## config.mk

```make
export PLATFORM = sky130hd
export DESIGN_NAME = lpct_ctrl
export DESIGN_NICKNAME = d
export VERILOG_FILES = /design/src/hdl/lpct_pkg.sv /design/src/hdl/lpct_ctrl.sv
export SDC_FILE = /design/constraint.sdc
export NUM_CORES = 1
export LEC_CHECK = 0
export BUFFER_PORTS_ARGS = -buffer_cell sky130_fd_sc_hd__buf_2
export CORE_ASPECT_RATIO = 0.8
export CORE_MARGIN = 2
export CORE_UTILIZATION = 40
export DETAILED_ROUTE_END_ITERATION = 6
export GPL_TIMING_DRIVEN = 0
export PLACE_DENSITY = 0.77
export SYNTH_ARGS = -nofsm -noshare
export SYNTH_HDL_FRONTEND = slang
export SYNTH_SLANG_ARGS = --single-unit
```

## constraint.sdc

```tcl
create_clock -name clk -period 2.58 [get_ports clk]
set_input_delay 0.516 -clock clk [delete_from_list [all_inputs] [get_ports clk]]
set_output_delay 0.516 -clock clk [all_outputs]
set_load 0.005 [all_outputs]
```

## src/hdl/lpct_pkg.sv

```systemverilog
`timescale 1ns / 1ps
`default_nettype none
// ----------------------------------------------------------------------------
// lpct_pkg
// Request codes, result kinds and the command/status bundles shared by the
// controller and datapath of the linear probe class table.
// ----------------------------------------------------------------------------
package lpct_pkg;

	localparam logic [1:0] REQ_FIND  = 2'd0;
	localparam logic [1:0] REQ_GET   = 2'd1;
	localparam logic [1:0] REQ_CLEAR = 2'd2;

	localparam int unsigned DATA_W  = 32;
	localparam int unsigned LIMIT_W = 10;

	typedef enum logic [1:0] {
		RES_NONE   = 2'd0,
		RES_FOUND  = 2'd1,
		RES_INSERT = 2'd2,
		RES_FULL   = 2'd3
	} res_kind_t;

	typedef struct packed {
		logic      load_req;
		logic      hash_start;
		logic      pos_load;
		logic      pos_adv;
		logic      ins_write;
		logic      clr_start;
		logic      clr_step;
		logic      res_load;
		res_kind_t res_kind;
	} lpct_cmd_t;

	typedef struct packed {
		logic       hash_done;
		logic       slot_used;
		logic       key_hit;
		logic       probe_last;
		logic       clr_last;
		logic       count_ok;
		logic       out_busy;
		logic [1:0] new_req;
		logic [1:0] cur_req;
	} lpct_sts_t;

endpackage
`default_nettype wire

```

## src/hdl/lpct_ctrl.sv

```systemverilog
`timescale 1ns / 1ps
`default_nettype none
// ----------------------------------------------------------------------------
// lpct_ctrl
// Sequencer for clearing sweeps, hash reduction, slot probing and result
// hand-off.
// ----------------------------------------------------------------------------
module lpct_ctrl
	import lpct_pkg::*;
(
	input  wire logic      clk,
	input  wire logic      arst_n,
	input  wire logic      in_valid,
	output logic           in_ready,
	input  wire lpct_sts_t sts,
	output lpct_cmd_t      cmd
);

	typedef enum logic [5:0] {
		S_CLEAR = 6'b000001,
		S_IDLE  = 6'b000010,
		S_HASH  = 6'b000100,
		S_READ  = 6'b001000,
		S_CHECK = 6'b010000,
		S_DONE  = 6'b100000
	} state_t;

	state_t    state_q, state_d;
	res_kind_t kind_q, kind_d;
	logic      pend_q, pend_d;

	always_ff @(posedge clk or negedge arst_n) begin
		if (!arst_n) begin
			state_q <= S_CLEAR;
			kind_q  <= RES_NONE;
			pend_q  <= 1'b0;
		end else begin
			state_q <= state_d;
			kind_q  <= kind_d;
			pend_q  <= pend_d;
		end
	end

	assign in_ready = state_q == S_IDLE;

	always_comb begin
		state_d = state_q;
		kind_d  = kind_q;
		pend_d  = pend_q;
		cmd     = '0;
		case (state_q)
			S_CLEAR: begin
				cmd.clr_step = 1'b1;
				if (sts.clr_last) begin
					if (pend_q) begin
						kind_d  = RES_NONE;
						pend_d  = 1'b0;
						state_d = S_DONE;
					end else begin
						state_d = S_IDLE;
					end
				end
			end
			S_IDLE: begin
				if (in_valid) begin
					cmd.load_req = 1'b1;
					if (sts.new_req == REQ_CLEAR) begin
						cmd.clr_start = 1'b1;
						pend_d        = 1'b1;
						state_d       = S_CLEAR;
					end else if (sts.new_req == REQ_FIND || sts.new_req == REQ_GET) begin
						cmd.hash_start = 1'b1;
						state_d        = S_HASH;
					end else begin
						kind_d  = RES_NONE;
						state_d = S_DONE;
					end
				end
			end
			S_HASH: begin
				if (sts.hash_done) begin
					cmd.pos_load = 1'b1;
					state_d      = S_READ;
				end
			end
			S_READ: begin
				state_d = S_CHECK;
			end
			S_CHECK: begin
				state_d = S_DONE;
				if (sts.slot_used && sts.key_hit) begin
					kind_d = RES_FOUND;
				end else if (!sts.slot_used) begin
					if (sts.cur_req == REQ_GET) begin
						if (sts.count_ok) begin
							cmd.ins_write = 1'b1;
							kind_d        = RES_INSERT;
						end else begin
							kind_d = RES_FULL;
						end
					end else begin
						kind_d = RES_NONE;
					end
				end else if (sts.probe_last) begin
					kind_d = (sts.cur_req == REQ_GET) ? RES_FULL : RES_NONE;
				end else begin
					cmd.pos_adv = 1'b1;
					state_d     = S_READ;
				end
			end
			S_DONE: begin
				if (!sts.out_busy) begin
					cmd.res_load = 1'b1;
					cmd.res_kind = kind_q;
					state_d      = S_IDLE;
				end
			end
			default: begin
				state_d = S_IDLE;
			end
		endcase
	end

endmodule
`default_nettype wire

```

Word-level counts from Yosys, hierarchy flattened
Cells that the tools add are included.

word-level totals
  register bits after elaboration = 9
  output and inout bits = 11
  logic and storage cells = 75

operators by class
  eq/ne operators = 18
  mux-type cells = 46
  reductions and logical operators = 8

operators with widths
  operator            number
  $mux 6              10
  $pmux 6 s6          1
  $mux 2              14
  $mux 1              17
  $ne 2x2->1 const B  7
  $reduce_and 4->1    2
  $reduce_and 7->1    1
  $eq 6x1->1 const B  1
  $eq 6x2->1 const B  1
  $eq 6x3->1 const B  1
  $eq 6x4->1 const B  1
  $eq 6x5->1 const B  1
  $eq 6x6->1 const B  1
  $mux 3              2
  $pmux 2 s3          1
  $eq 2x1->1 const B  2
  $ne 4x4->1 const B  1
  $reduce_bool 3->1   1
  $eq 2x2->1 const B  1
  $logic_not 2->1     1
  $ne 2x1->1 const B  1
  $pmux 1 s2          1
  $reduce_bool 2->1   1
  $logic_and 1x1->1   1
  $logic_or 1x1->1    1

Longest topological paths before layout
  depth in word-level cells = 6
  gate-level depth with buffers = 7

Worst setup path before layout
No wires, ideal clock.

  path kind = register to output
  from = register state_q[3]
  to = output port cmd[4] in the netlist's numbering
  arrival time = 1.709 ns
  data required time = 2.064 ns
  path slack = 0.355 ns
  cell stages (with the launch flop) = 8
  buffers on the path = 2
  cells stage by stage = dfrtp_1 > buf_6 > or4_4 > buf_6 > or3_4 > inv_2 > nand2_2 > nor2_1

RTL lines
  element                   RTL line         RTL
  start: declaration        lpct_ctrl.sv:28  state_t state_q, state_d;
  start signal: assignment  lpct_ctrl.sv:38  state_q <= state_d;
  end: declaration          lpct_ctrl.sv:16  output lpct_cmd_t cmd

==> flow_summary.ini <==
[outcome]
status = finished clean

[sta]
hold_viol_final = 0
relSlewSlack_pct = 71.9
finalSetupViolations = 0
fin_crit_ns = 2.56
rsz0062_at_grt = yes
max_freq_mhz = 391
min_period_over_period_pct = 99.2
drv_slew = 0
fin_setup_tns_ns = 0
hold-worst-slack_ns = 0.0798
finalClockSkew_ns = 0.0151
worstMarginPinSlew_ns = 0.421

[global_route]
grtUsageMet2_pct = 24.6
grt_pass1_vias = 629
antenna_found_initial = 0
grt-ovfl-total = 0
grt_pass1_wl_um = 2680
use_met1_pct = 21.9
grt_start_max_net_pins = 11
met3_usage_pct = 5.36
track_usage_pct = 16.9
top_usage_layer = met2

[layout]
stdcell_count = 141
diodes = 0
area_delta_synth_final_pct = 31.1
nets = 134
drive_above_1_share_pct = 39.5
fillCellCount = 166

[drt]
wl_um = 1790
routedWlPerCell_um = 12.7
vias = 755
drt-initial-drc-count = 22
drt-pass1-iter-count = 4
ant_nets = 0
viasPerCell = 5.35
route.detailed.drc = 0

[yosys]
ys.flop_type = dfrtp_1
syn_inst = 84
ys_top_cells_by_area = dfrtp_1 27%, nand2b_1 5.9%, o32ai_2 4.4%, a21oi_1 4.1%, inv_1 4.1%
synth-adder-area-share_pct = 0
synth-compound-area-share_pct = 25.2
post-synth-top-area-cell = dfrtp_1
syn_avg_cell_area_um2 = 8.80
synth-edff-count = 0
ys_seq_area_share_pct = 30.6
syn-num-nets = 98
yosysWarnings = 0
synth_common_cells = 8 x dfrtp_1, 8 x inv_1, 7 x nand2b_1
synth_top_family_by_area = simple AND/OR/NAND/NOR gates
synthMuxAreaShare_pct = 1.35
synth_xor_area_share_pct = 2.37
yosysTopAreaCellShare_pct = 27.1
synthArstFlopShare_pct = 100
ys_seq_elements = 9
synthSimpleGateAreaFrac_pct = 31.3
synth_cell_types = 34
syn-cell-area_um2 = 739

[clocking]
path_clk_slew_ns = 0.07
clock_latency_ns = 0.27
htree_levels = 1
cts-root-buf = clkbuf_4
cts_made_buffers = 3
ctsLongestPathBuffers = 2
cts_tree = done
cts.sinks = 9

[setup_path]
critPathMaxFanout = 5
cp_top_family = simple AND/OR/NAND/NOR gates
worstSetupPathDepth = 7
crit_chain = buf_6, or4_4, or3_4, inv_2, nand2_2, nor2_1, buf_2
r2r_slack_ns = 0.55
crit_type = reg -> out
timing.rr.start = state_q[0]
cp_data_required_time_ns = 2.06
max_stage_delay_ns = 0.55
setup.worst_path.start_class = register
cp_data_arrival_time_ns = 2.04
path_buf_inv = 3
cp_slowest_cell = or4_4
ff2ff_path_depth = 5
cp-end-kind = output pin
rr_endpoint = state_q[1]

[power_and_ir_drop]
sw_frac_of_total_pct = 40.9
power.internal_mw = 0.550
clkPwrFrac_pct = 12.3
p_switching_mw = 0.381
ir_worst_vdd_v = 0.000441
combPwrFrac_pct = 61.5
leakagePower_nw = 0.488
p_seq_share_pct = 26.2
p_per_area_nw_per_um2 = 960

[hold_path]
hold_class = in -> async

[place]
routabilityCongestion = 0.860
numPortBuffers = 24
placed_cells = 130
hpwl_um = 1350

[floorplan]
rows = 13
start_util_pct = 44.1
die_area_um2 = 2210
die_w_um = 52.1
io_pins = 25
core_area_um2 = 1680
fp.dieH_um = 42.5

[flow_run]
cap_viol_max_count = 0
==> cell usage in the layout (no fill, tap or decap), types with 3 or more instances in the layout <==
master	count
a21oi_1	6
and2_1	3
buf_2	24
buf_4	8
clkbuf_1	4
clkbuf_4	3
dfrtp_1	7
inv_1	8
nand2b_1	7
nor2_1	5
nor3_1	3
o21ai_0	4
==> through the flow <==
stage          instance area (um2)  setup WS, ns  power (mW)  utilization (%)
6_report                       970        0.0216       0.931             57.9
5_1_grt                        970       -0.0503        1.01             57.9
4_1_cts                        903        0.0112       0.855             53.9
3_5_place_dp                   887         0.242       0.760             52.9
3_3_place_gp                   887         0.252       0.741             52.9
2_1_floorplan                  739         0.355       0.637                -
==> per-layer routing <==
| layer | vias up | share of wire [%] |
|---|---|---|
| li1 | 379 | - |
| met1 | 341 | 45 |
| met2 | 31 | 45 |
| met3 | 4 | 8.1 |
| met4 | 0 | 1.9 |
| met5 | - | 0 |
==> power groups by stage <==
stage / combinational (mW) / sequential (mW) / clock, mW
final: 0.573 / 0.244 / 0.114
after global routing: 0.637 / 0.251 / 0.125
after CTS: 0.496 / 0.241 / 0.117
after detailed placement: 0.518 / 0.242 / 0
after global placement: 0.501 / 0.240 / 0
after floorplan: 0.407 / 0.230 / 0
==> final cells by class <==
cell class	count	area (um2)	area share [%]
Buffer	4	22.5	2.32
Multi-Input combinational cell	61	452	46.6
Sequential cell	9	228	23.5
Inverter	9	33.8	3.48
Clock buffer	4	26.3	2.71
Timing Repair Buffer	32	180	18.6
Tap cell	22	27.5	2.84
==> what timing repair did <==
| action | CTS | global route |
|---|---|---|
| resized for setup | 1 | 1 |
| setup endpoints to repair | 3 | 5 |
| cloned | 0 | 0 |
| pin swaps | 0 | 4 |
| buffers inserted | 0 | 8 |
| hold buffers | 0 | 0 |
==> sequential cells by signal, summed over array words and instances, names as in the netlist <==
name / flops
pend_q: 1
kind_q: 2
state_q: 6
==> kinds of logic (layout without fill, tap and decap cells) <==
family / after synthesis / in the layout
compound gates: 23 / 23
xor+xnor: 2 / 2
buf+inv: 14 / 49
flops: 9 / 9
mux: 1 / 1
simple gates: 35 / 35
==> worst max-delay path by stage <==
stage	startpoint	endpoint	slack, ns
floorplan	state_q[3]	cmd[4]	0.35
global placement	state_q[2]	cmd[4]	0.25
detailed placement	state_q[2]	cmd[4]	0.24
CTS	state_q[3]	cmd[4]	0.01
global route	state_q[3]	cmd[4]	-0.05
finish	state_q[3]	cmd[4]	0.02
No activity file was read; power rests on OpenSTA's default activity.
